**src/sv/rwfs_pkg.sv**
```systemverilog
package rwfs_pkg;

   localparam int SAMPLE_W = 16;
   localparam int STAMP_W = 17;
   localparam int CH_W = 3;
   localparam int TOTAL_W = 24;
   localparam int SQ_W = 40;
   localparam int VAR_W = 32;
   localparam int COV_W = 31;
   localparam int CFG_W = 8;
   localparam logic [CFG_W-1:0] WINDOW_RESET = 8'd120;

   localparam logic OP_W = 1'b0;
   localparam logic OP_X = 1'b1;

   typedef struct packed {
      logic start;
      logic div_start;
      logic [1:0] div_sel;
      logic commit;
      logic finish;
   } ctl_cmd_type;

   typedef struct packed {
      logic clearing;
      logic div_done;
   } ctl_sts_type;

endpackage

```
**src/sv/rwfs_ctrl.sv**
```systemverilog
module rwfs_ctrl (
   input  logic                 clock,
   input  logic                 reset,
   input  logic                 req_valid,
   output logic                 req_stall,
   output logic                 rsp_valid,
   input  logic                 rsp_stall,
   output rwfs_pkg::ctl_cmd_type cmd,
   input  rwfs_pkg::ctl_sts_type sts
);
   import rwfs_pkg::*;

   localparam logic [2:0] ST_IDLE = 3'd0;
   localparam logic [2:0] ST_READ = 3'd1;
   localparam logic [2:0] ST_UPD  = 3'd2;
   localparam logic [2:0] ST_DIV  = 3'd3;
   localparam logic [2:0] ST_FIN  = 3'd4;
   localparam logic [2:0] ST_OUT  = 3'd5;

   logic [2:0] state_ff, state_in;
   logic [1:0] sel_ff, sel_in;
   logic       accept;

   assign req_stall = (state_ff != ST_IDLE) || sts.clearing;
   assign accept = req_valid && !req_stall;
   assign rsp_valid = (state_ff == ST_OUT);

   always_comb begin
      state_in = state_ff;
      sel_in = sel_ff;
      cmd = '0;
      cmd.div_sel = sel_ff;
      case (state_ff)
         ST_IDLE: begin
            if (accept) begin
               cmd.start = 1'b1;
               state_in = ST_READ;
            end
         end
         ST_READ: state_in = ST_UPD;
         ST_UPD: begin
            cmd.commit = 1'b1;
            sel_in = 2'd0;
            state_in = ST_DIV;
         end
         ST_DIV: begin
            cmd.div_start = 1'b1;
            state_in = ST_FIN;
         end
         ST_FIN: begin
            if (sts.div_done) begin
               if (sel_ff == 2'd2) begin
                  cmd.finish = 1'b1;
                  state_in = ST_OUT;
               end else begin
                  sel_in = sel_ff + 2'd1;
                  state_in = ST_DIV;
               end
            end
         end
         ST_OUT: if (!rsp_stall) state_in = ST_IDLE;
         default: state_in = ST_IDLE;
      endcase
   end

   always_ff @(posedge clock) begin
      sel_ff <= sel_in;
      if (reset) state_ff <= ST_IDLE;
      else state_ff <= state_in;
   end

   a_out_hold: assert property (@(posedge clock) disable iff (reset)
      rsp_valid && rsp_stall |=> rsp_valid) else $error("result dropped");
   a_busy_stall: assert property (@(posedge clock) disable iff (reset)
      rsp_valid |-> req_stall) else $error("accept during result");
   a_one_finish: assert property (@(posedge clock) disable iff (reset)
      cmd.finish |=> rsp_valid) else $error("finish lost");
endmodule

```
**config.mk**
```make
export PLATFORM = sky130hd
export DESIGN_NAME = rwfs_ctrl
export DESIGN_NICKNAME = d
export VERILOG_FILES = /design/src/sv/rwfs_pkg.sv /design/src/sv/rwfs_ctrl.sv
export SDC_FILE = /design/constraint.sdc
export NUM_CORES = 1
export LEC_CHECK = 0
export BUFFER_PORTS_ARGS = -buffer_cell sky130_fd_sc_hd__buf_2
export CAP_MARGIN = 0
export CORE_AREA = 4 4 41 43
export CTS_CLUSTER_SIZE = 40
export DETAILED_ROUTE_END_ITERATION = 12
export DIE_AREA = 0 0 45 47
export GPL_TIMING_DRIVEN = 0
export SLEW_MARGIN = 15
export SYNTH_ARGS = -nofsm -noshare
export SYNTH_HDL_FRONTEND = slang
export SYNTH_SLANG_ARGS = --single-unit
```
**constraint.sdc**
```tcl
create_clock -name clock -period 1.6 [get_ports clock]
set_input_delay 0.32 -clock clock [delete_from_list [all_inputs] [get_ports clock]]
set_output_delay 0.32 -clock clock [all_outputs]
set_load 0.1 [all_outputs]
```
# After elaboration in Yosys (flattened, before gate mapping)
# Cells that the tools add are included.
# word_totals
inputBits	6
register_bits	5
wordCells	36
out_inout_bits	8
# classes
n_reduce_logical	8
eq_ne	10
muxes	15
n_addsub	1
# ops
op	n
3-bit one-hot mux with 6 select lines	1
3-bit 2-to-1 mux	4
2-bit inequality test (second input constant)	4
1-bit 2-to-1 mux	7
3-bit by 2-bit equality test with 1-bit output (second input constant)	2
3-bit equality test (second input constant)	2
3-bit AND reduction	2
2-bit 2-to-1 mux	2
2-bit one-hot mux with 2 select lines	1
3-bit by 1-bit equality test with 1-bit output (second input constant)	1
3-bit logical NOT	1
3-bit nonzero test	1
2-bit by 1-bit adder with 2-bit output (second input constant)	1
2-bit equality test (second input constant)	1
2-bit nonzero test	1
1-bit logical AND	1
1-bit logical NOT	1
1-bit logical OR	1

# Depth between registers and ports, before layout
# Gate-level depths: netlist (run 1).
# logic_depth
ltp_word	6
mapped_depth	4
mapped_depth_nobuf	4

# Least setup slack after synthesis (run 1)
# OpenSTA, ideal clock, no wires.
# synth_path
path_type	register to output
start	register state_ff[0]
end	output port cmd[5] in the netlist's numbering
path_slack_ps	-2133
path_buffers	1
t_required_ps	1280
arrival_ps	3413
path_stages_with_launch	3
path_cell_list	dfxtp_1 > buf_2 > nor4_1
# synth_rtl
item	line	rtl
from (decl)	rwfs_ctrl.sv:20	logic [2:0] state_ff, state_in;
from (signal assigned)	rwfs_ctrl.sv:69	else state_ff <= state_in;
to (decl)	rwfs_ctrl.sv:8	output rwfs_pkg::ctl_cmd_type cmd,

==> results of run 1 <==
==> stage by stage <==
step	setup WS, ps	total power [W]	hold slack (ps)	instance area (um^2)	util, %
2_1_floorplan	-335	0.000409	386	372	-
3_3_place_gp	-67.4	0.000450	523	455	35.0
3_5_place_dp	-31.8	0.000453	521	455	35.0
4_1_cts	-13.3	0.000629	264	541	41.5
5_1_grt	-71.9	0.000715	242	618	47.5
6_report	14.7	0.000665	262	618	47.5
==> state kept, by name, indices dropped and copies added (netlist names) <==
| signal | count |
|---|---|
| sel_ff | 2 |
| state_ff | 3 |
==> cell usage in the layout, fill, tap and decap left out, types with 2 or more instances in the layout <==
cell type	netlist	final
sky130_fd_sc_hd__edfxtp_1	2	2
sky130_fd_sc_hd__nor2b_2	1	2
sky130_fd_sc_hd__buf_2	1	8
sky130_fd_sc_hd__buf_6	1	5
sky130_fd_sc_hd__nand2b_1	3	3
sky130_fd_sc_hd__inv_1	3	2
sky130_fd_sc_hd__nor2_1	5	4
sky130_fd_sc_hd__clkbuf_4	0	3
sky130_fd_sc_hd__buf_4	1	4
sky130_fd_sc_hd__nand2_1	2	2
sky130_fd_sc_hd__buf_12	0	3
==> path summary, 6_finish.rpt <==
path | startpoint | to | depth (start not counted)
worst max register to register | sel_ff[1] | sel_ff[1] | 3
worst max-delay path | state_ff[0] | cmd[5] | 3
worst min-delay path | reset | state_ff[0] | 2
worst min register to register | state_ff[0] | state_ff[2] | 3
==> report_power, final <==
group	internal [W]	switching [W]	total, W
logic	0.000126	0.000232	0.000357
registers	0.000152	0.0000133	0.000165
clock network	0.0000941	0.0000480	0.000142
total	0.000372	0.000293	0.000665
==> critical path, delay by kind of cell, from the launching register on <==
kind | cells | cell delay (ps)
buffers and inverters | 2 | 380
and+or+nand+nor | 1 | 280
DFF | 1 | 360
==> per-layer routing <==
| metal | global-route usage (%) | wire [um] | vias up |
|---|---|---|---|
| met3 | 6.13 | 35 | 0 |
| met5 | 0 | 0 | - |
| met4 | 5.26 | 0 | 0 |
| li1 | - | - | 177 |
| met1 | 8.72 | 351 | 161 |
| met2 | 18.6 | 546 | 5 |
==> cells by family (layout without fill, tap and decap cells) <==
kind of cell | count (synthesis) | after routing | share of synthesized area (%)
adder cells (fa/ha/maj) | 1 | 1 | 3.69
AND/OR/NAND/NOR | 20 | 20 | 34.7
flip-flops | 5 | 5 | 35.4
AO/OA/AOI/OAI | 7 | 7 | 15.9
buffers and inverters | 6 | 28 | 10.3
==> repair_timing <==
item                       CTS  global route
pin swaps                    1             1
buffers inserted             0             4
setup endpoints to repair    6             5
gates cloned                 0             1
resized for setup           17            13
==> cell type report <==
type / instances / share of cell area (%)
Buffer: 3 / 6.07
Clock buffer: 4 / 4.25
Inverter: 3 / 1.82
Multi-Input combinational cell: 28 / 38.1
Sequential cell: 5 / 20.2
Tap cell: 15 / 3.04
Timing Repair Buffer: 18 / 26.5
==> impl_table.tex, run 1 <==
\begin{tabular}{lr}
\hline
Metric & Value \\
\hline
\multicolumn{2}{l}{\textbf{CTS}} \\
\quad CTS sink count & 5 \\
\quad Clock Tree Buf Depth & 2 \\
\quad Number of buffers created by CTS & 3 \\
\quad H-Tree Level Count & 1 \\
\quad Clock latency at the later pin of the worst-skew pair & 240 ps \\
\quad TritonCTS clock tree & built \\
\quad Master cell of the clock root buffer & sky130\_fd\_sc\_hd\_\_clkbuf\_4 \\
\quad Clk slew on worst S/H paths & 40 ps \\
\quad Post-CTS Hold Buffers & 0 \\
\multicolumn{2}{l}{\textbf{Synth}} \\
\quad Total number of yosys warnings & 0 \\
\quad Primary flip-flop cell chosen by synthesis mapping & sky130\_fd\_sc\_hd\_\_dfxtp\_1 \\
\quad Asr flop ratio synth & 0\% \\
\quad Synth cell types & 27 \\
\quad Synthesized net count & 46 \\
\quad Number of synthesized flops with an enable pin & 2 \\
\quad Sequential share of the synthesized area & between 30\% and 40\% \\
\quad Area share of the leading cell type in the synthesized netlist & 17.7\% \\
\quad Mean Syn Cell Area & 8.69 um\^{}2 \\
\quad Cell types with the largest area share after synthesis & sky130\_fd\_sc\_hd\_\_dfxtp\_1 18\%, sky130\_fd\_sc\_hd\_\_edfxtp\_1 18\%, sky130\_fd\_sc\_hd\_\_nand2b\_1 5.5\% \\
\quad Netlist Area Pre-Place & 339 um\^{}2 \\
\quad Cell type with the highest aggregate area in the netlist & sky130\_fd\_sc\_hd\_\_dfxtp\_1 \\
\quad Syn Inst Count & 39 \\
\quad Count leader, synth & sky130\_fd\_sc\_hd\_\_nor2\_1 \\
\quad Most instantiated cells after synthesis & 5 x sky130\_fd\_sc\_hd\_\_nor2\_1, 3 x sky130\_fd\_sc\_hd\_\_dfxtp\_1, 3 x sky130\_fd\_sc\_hd\_\_inv\_1, 3 x sky130\_fd\_sc\_hd\_\_nand2b\_1 \\
\quad Register bit count reported by yosys & 5 \\
\multicolumn{2}{l}{\textbf{STA}} \\
\quad Hold Violations, Final & 0 \\
\quad Clock Skews & 3.10 ps \\
\quad Measured slew at the worst slew-check pin & 488 ps \\
\quad Worst rel slew slack & about 68\% \\
\quad Timing-limited maximum frequency & 631 MHz \\
\quad Final-report max-slew violation count & 0 \\
\quad Post-layout minimum cycle time & 1590 ps \\
\quad RSZ-0062 raised after global routing & true \\
\quad Final setup violation count & 0 \\
\quad Share of the clock period used by the worst path after layout & 99.1\% \\
\quad Setup TNS & 0 ps \\
\multicolumn{2}{l}{\textbf{Setup path}} \\
\quad Setup slack of the most critical reg-to-reg path & 270 ps \\
\quad Arrival time at the worst endpoint & 1270 ps \\
\quad Largest fanout of any net on the critical path & 3 \\
\quad CP Data Required Time & 1280 ps \\
\quad Type of the worst setup path & flip-flop to output pin \\
\quad Critical Path, Cell by Cell & buf\_8 > nor4\_4 > buf\_6 \\
\quad Kind of end point of the critical path & output pin \\
\quad Cell with the largest stage delay on the worst path & sky130\_fd\_sc\_hd\_\_dfxtp\_4 \\
\quad Worst Setup Start Kind & flip-flop \\
\quad Highest cell delay on the worst timing path & 360 ps \\
\multicolumn{2}{l}{\textbf{Power and ir drop}} \\
\quad Static leakage & $\sim$0.27 nW \\
\quad Cell area power density & 1080 mW/mm\^{}2 \\
\quad Peak supply drop & 0.404 mV \\
\multicolumn{2}{l}{\textbf{Layout}} \\
\quad Seq. cell area & 125 um\^{}2 \\
\quad Filler Cells Inserted & 140 \\
\quad Finished Layout Cells & 76 \\
\quad NumNets Final & approximately 70 \\
\quad Share of layout cells above drive strength 1 & 62.3\% \\
\quad Footprint of the multi-input gates & approximately 240 um\^{}2 \\
\quad Layout overhead on the synthesized area & 82.3\% \\
\quad Antenna Diode Count & 0 \\
\multicolumn{2}{l}{\textbf{Routing}} \\
\quad Starting DRC count in detailed routing & 3 \\
\quad Iteration count of the initial detailed-routing pass & 2 \\
\quad Via/cell ratio & 4.51 \\
\quad Number of antenna-violating nets in the routed design & 0 \\
\quad Vias after detailed routing & 343 \\
\quad Final WL & 933 um \\
\quad DRC violations left & 0 \\
\quad Mean routed wirelength per cell & 12.3 um \\
\multicolumn{2}{l}{\textbf{Floorplanning}} \\
\quad Width of the die & 45 um \\
\quad Total die area & 0.00212 mm\^{}2 \\
\quad Boundary Pins & 14 \\
\quad Placeable core region & 0.00130 mm\^{}2 \\
\quad Die Y & about 47 um \\
\quad Starting Density & 26.1\% \\
\quad Std-Cell Rows & 13 \\
\multicolumn{2}{l}{\textbf{Global routing}} \\
\quad Global-route wire length before repair & 1450 um \\
\quad Initial antenna violation count & 0 \\
\quad Vias in the first global route & roughly 350 \\
\quad Total routing resource utilization after global routing & 10.2\% \\
\quad Maximum number of pins on one net before global-route repair & 11 \\
\quad Overflow left after global routing & 0 \\
\multicolumn{2}{l}{\textbf{Placement}} \\
\quad Final GP Congestion & 0.760 \\
\quad Port bufs & 13 \\
\quad HPWL Detailed & 620 um \\
\quad Cell count after placement & 67 \\
\multicolumn{2}{l}{\textbf{Job}} \\
\quad Max cap viols & 0 \\
\multicolumn{2}{l}{\textbf{Worst hold path}} \\
\quad Tightest Hold Check Type & primary input to flip-flop \\
\multicolumn{2}{l}{\textbf{Status}} \\
\quad Status & finished clean \\
\hline
\end{tabular}
Power figures use the tool's default switching activity.
==> run 2: changes to the inputs <==
- ABC_AREA: not set -> 1
- SKIP_LAST_GASP: not set -> 1
==> impl_table.tex, run 2 <==
\begin{tabular}{lr}
\hline
Metric & Value \\
\hline
\multicolumn{2}{l}{\textbf{Routing}} \\
\quad Iteration count of the initial detailed-routing pass & 4 (+2) \\
\quad DRC violations left & 0 (unchanged) \\
\quad Met3 wire length & 38 um (+8.6\%) \\
\quad Starting DRC count in detailed routing & 1 (-2) \\
\quad Highest metal layer with signal wires & met3 \\
\quad Number of antenna-violating nets in the routed design & 0 (unchanged) \\
\quad Mean routed wirelength per cell & 9.51 um (-23\%) \\
\quad Vias after detailed routing & 366 (+6.7\%) \\
\quad Final WL & 770 um (-17\%) \\
\quad Routed wl met2 & 404 um (-26\%) \\
\quad Total routed wire length on the met1 layer & 327 um (-6.8\%) \\
\quad Via/cell ratio & 4.52 (+0.12\%) \\
\multicolumn{2}{l}{\textbf{Placement}} \\
\quad Final GP Congestion & 0.802 (+5.4\%) \\
\quad Worst slack after detailed placement & 29.0 ps (+60.8 ps) \\
\quad Port bufs & 13 (unchanged) \\
\quad HPWL Detailed & 638 um (+3.0\%) \\
\multicolumn{2}{l}{\textbf{Synth}} \\
\quad Total number of yosys warnings & 0 (unchanged) \\
\quad Most instantiated cells after synthesis & 9 x sky130\_fd\_sc\_hd\_\_inv\_1, 7 x sky130\_fd\_sc\_hd\_\_nand3\_1, 6 x sky130\_fd\_sc\_hd\_\_nand2\_1, 6 x sky130\_fd\_sc\_hd\_\_nor2\_1, 3 x sky130\_fd\_sc\_hd\_\_dfxtp\_1 \\
\quad Area share of the leading cell type in the synthesized netlist & 17.8\% (+0.066 points) \\
\quad Cell types with the largest area share after synthesis & sky130\_fd\_sc\_hd\_\_dfxtp\_1 18\%, sky130\_fd\_sc\_hd\_\_edfxtp\_1 18\%, sky130\_fd\_sc\_hd\_\_nand3\_1 10\% \\
\quad Netlist Area Pre-Place & 338 um\^{}2 (-0.37\%) \\
\quad Syn Inst Count & 48 (+23\%) \\
\quad Register bit count reported by yosys & 5 (unchanged) \\
\quad Cell type with the highest aggregate area in the netlist & sky130\_fd\_sc\_hd\_\_dfxtp\_1 \\
\quad Asr flop ratio synth & 0\% (unchanged) \\
\quad Synth cell types & 19 (-30\%) \\
\quad Count leader, synth & sky130\_fd\_sc\_hd\_\_inv\_1 \\
\quad Mean Syn Cell Area & 7.04 um\^{}2 (-19\%) \\
\quad Sequential share of the synthesized area & 35.6\% (+0.13 points) \\
\quad Primary flip-flop cell chosen by synthesis mapping & sky130\_fd\_sc\_hd\_\_dfxtp\_1 \\
\quad Synthesized net count & 55 (+20\%) \\
\quad Number of synthesized flops with an enable pin & 2 (unchanged) \\
\multicolumn{2}{l}{\textbf{Setup path}} \\
\quad Critical Path, Cell by Cell & inv\_1 > ha\_2 > nand3\_2 > nor2\_4 > buf\_12 \\
\quad Kind of end point of the critical path & output pin \\
\quad CP Data Required Time & 1280 ps (about the same) \\
\quad Reg2reg start & state\_ff[1] \\
\quad Worst Setup Start Kind & flip-flop \\
\quad Largest fanout of any net on the critical path & 3 (unchanged) \\
\quad Number of buffers and inverters on the critical path & 2 (unchanged) \\
\quad Type of the worst setup path & flip-flop to output pin \\
\quad Cell with the largest stage delay on the worst path & sky130\_fd\_sc\_hd\_\_edfxtp\_1 \\
\quad Arrival time at the worst endpoint & 1280 ps (about the same) \\
\quad Largest delay contributor family on the critical path & flip-flops \\
\quad Highest cell delay on the worst timing path & 390 ps (+30 ps) \\
\quad Startpoint of the most critical setup path & sel\_ff[0] \\
\multicolumn{2}{l}{\textbf{Power and ir drop}} \\
\quad Total power draw & 0.000431 W (-35\%) \\
\quad Portion of total power attributed to sequential cells & 34.4\% (+9.5 points) \\
\quad Cell area power density & 788 mW/mm\^{}2 (-27\%) \\
\quad Power share of the clock group & 32.0\% (+11 points) \\
\quad Internal Dissipation & 0.000275 W (-26\%) \\
\quad Combinational group share of total power & 33.6\% (-20 points) \\
\quad Peak supply drop & 0.359 mV (-11\%) \\
\quad Share of total power consumed by net switching & 36.1\% (-7.9 points) \\
\quad Switching power & 0.000156 W (-47\%) \\
\quad Static leakage & 0.274 nW (+1.3\%) \\
\multicolumn{2}{l}{\textbf{Global routing}} \\
\quad Total routing resource utilization after global routing & 8.32\% (-1.9 points) \\
\quad Maximum number of pins on one net before global-route repair & 9 (-2) \\
\quad Global-route wire length before repair & 1260 um (-13\%) \\
\quad Overflow left after global routing & 0 (unchanged) \\
\quad Vias in the first global route & 329 (-5.5\%) \\
\quad Initial antenna violation count & 0 (unchanged) \\
\multicolumn{2}{l}{\textbf{CTS}} \\
\quad Post-CTS Hold Buffers & 0 (unchanged) \\
\quad H-Tree Level Count & 1 (unchanged) \\
\quad TritonCTS clock tree & built \\
\quad Clk slew on worst S/H paths & 40 ps (about the same) \\
\quad Clock Tree Buf Depth & 2 (unchanged) \\
\quad Number of buffers created by CTS & 3 (unchanged) \\
\quad CTS sink count & 5 (unchanged) \\
\quad Master cell of the clock root buffer & sky130\_fd\_sc\_hd\_\_clkbuf\_4 \\
\quad Clock latency at the later pin of the worst-skew pair & 230 ps (about the same) \\
\multicolumn{2}{l}{\textbf{Layout}} \\
\quad Reg with most FFs & state\_ff \\
\quad Share of layout cells above drive strength 1 & 48.5\% (-14 points) \\
\quad Filler Cells Inserted & 144 (+2.9\%) \\
\quad Leading registers by flop count & state\_ff: 3 flops, sel\_ff: 2 flops \\
\quad Leading cell type in the layout, fill and taps excluded & sky130\_fd\_sc\_hd\_\_inv\_1 \\
\quad Layout overhead on the synthesized area & 61.9\% \\
\quad Top library cells by usage in the layout, fill and taps aside & 9 x sky130\_fd\_sc\_hd\_\_inv\_1, 7 x sky130\_fd\_sc\_hd\_\_buf\_2, 6 x sky130\_fd\_sc\_hd\_\_nand2\_1 \\
\quad NumNets Final & 74 (+7.2\%) \\
\quad Max FFs per register & 3 (unchanged) \\
\quad Antenna Diode Count & 0 (unchanged) \\
\multicolumn{2}{l}{\textbf{Floorplanning}} \\
\quad Placeable core region & 0.00130 mm\^{}2 (unchanged) \\
\quad Width of the die & 45 um (unchanged) \\
\quad Total die area & 0.00212 mm\^{}2 (unchanged) \\
\quad Starting Density & 26.0\% (-0.096 points) \\
\quad Std-Cell Rows & 13 (unchanged) \\
\quad Boundary Pins & 14 (unchanged) \\
\quad Die Y & 47 um (unchanged) \\
\multicolumn{2}{l}{\textbf{STA}} \\
\quad Least setup slack across all paths after layout & 3.89 ps (-10.8 ps) \\
\quad Clock Skews & 2.99 ps (-0.111 ps) \\
\quad Measured slew at the worst slew-check pin & 484 ps (-3.83 ps) \\
\quad Worst rel slew slack & 68.0\% (+0.25 points) \\
\quad Post-layout minimum cycle time & 1600 ps (+10.8 ps) \\
\quad RSZ-0062 raised after global routing & true \\
\quad Final setup violation count & 0 (unchanged) \\
\quad Timing-limited maximum frequency & 627 MHz (-0.68\%) \\
\quad Final-report max-slew violation count & 0 (unchanged) \\
\quad Share of the clock period used by the worst path after layout & 99.8\% (+0.68 points) \\
\quad Worst hold slack across all endpoints & 266 ps (+3.76 ps) \\
\quad Hold Violations, Final & 0 (unchanged) \\
\multicolumn{2}{l}{\textbf{Status}} \\
\quad Status & finished clean \\
\multicolumn{2}{l}{\textbf{Worst hold path}} \\
\quad Critical hold path startpoint & reset \\
\quad Tightest Hold Check Type & primary input to flip-flop \\
\multicolumn{2}{l}{\textbf{Job}} \\
\quad Max cap viols & 0 (unchanged) \\
\hline
\end{tabular}
run 2: what timing repair did:
item	CTS	global route
pin swaps	1	0
setup buffers	1	0
endpoints found under the setup margin	6	5
resized for setup	7	10
run 2: final timing paths:
check	endpoint	slack, ps	cells after the start
max	cmd[0]	4	5
min	state_ff[1]	270	2
max reg2reg	sel_ff[0]	330	6
min reg2reg	sel_ff[0]	580	1
run 2: through the flow:
step | TNS, ps | std cells | utilization [%] | instance area [um^2]
2_1_floorplan | -1860 | 48 | - | 375
6_report | 0 | 81 | 42.0 | 547
5_1_grt | -66.5 | 81 | 42.0 | 547
3_3_place_gp | 0 | 76 | 35.3 | 459
4_1_cts | -86.3 | 81 | 39.3 | 512
3_5_place_dp | 0 | 76 | 35.3 | 459
run 2: area by class of cell:
| cell class | instances | area, um^2 | share of cell area (%) |
|---|---|---|---|
| Multi-Input combinational cell | 32 | 215 | 39.4 |
| Timing Repair Buffer | 14 | 123 | 22.4 |
| Sequential cell | 5 | 123 | 22.4 |
| Inverter | 11 | 41.3 | 7.55 |
| Tap cell | 15 | 18.8 | 3.43 |
| Clock buffer | 4 | 26.3 | 4.81 |
run 2: power by group through the flow:
stage                     registers, W  logic [W]  clock network (W)
after floorplan               0.000158  0.0000981                  0
after global placement        0.000150   0.000129                  0
after global routing          0.000149   0.000154           0.000157
after detailed placement      0.000150   0.000130                  0
after CTS                     0.000148   0.000141           0.000143
final                         0.000148   0.000145           0.000138
run 2: logic make-up (layout without fill, tap and decap cells):
family | count (synthesis) | in the layout | share of synthesized area [%]
AOI/OAI and AO/OA | 5 | 5 | 9.26
adders and majority gates | 1 | 1 | 3.70
buffers and inverters | 11 | 29 | 12.2
DFF | 5 | 5 | 35.6
and+or+nand+nor | 26 | 26 | 39.3
run 2: layer usage:
| metal | global-route usage, % | vias to the layer above |
|---|---|---|
| met2 | 13.8 | 9 |
| met4 | 5.26 | 0 |
| li1 | - | 192 |
| met3 | 2.68 | 0 |
| met1 | 9.17 | 165 |
| met5 | 0 | - |
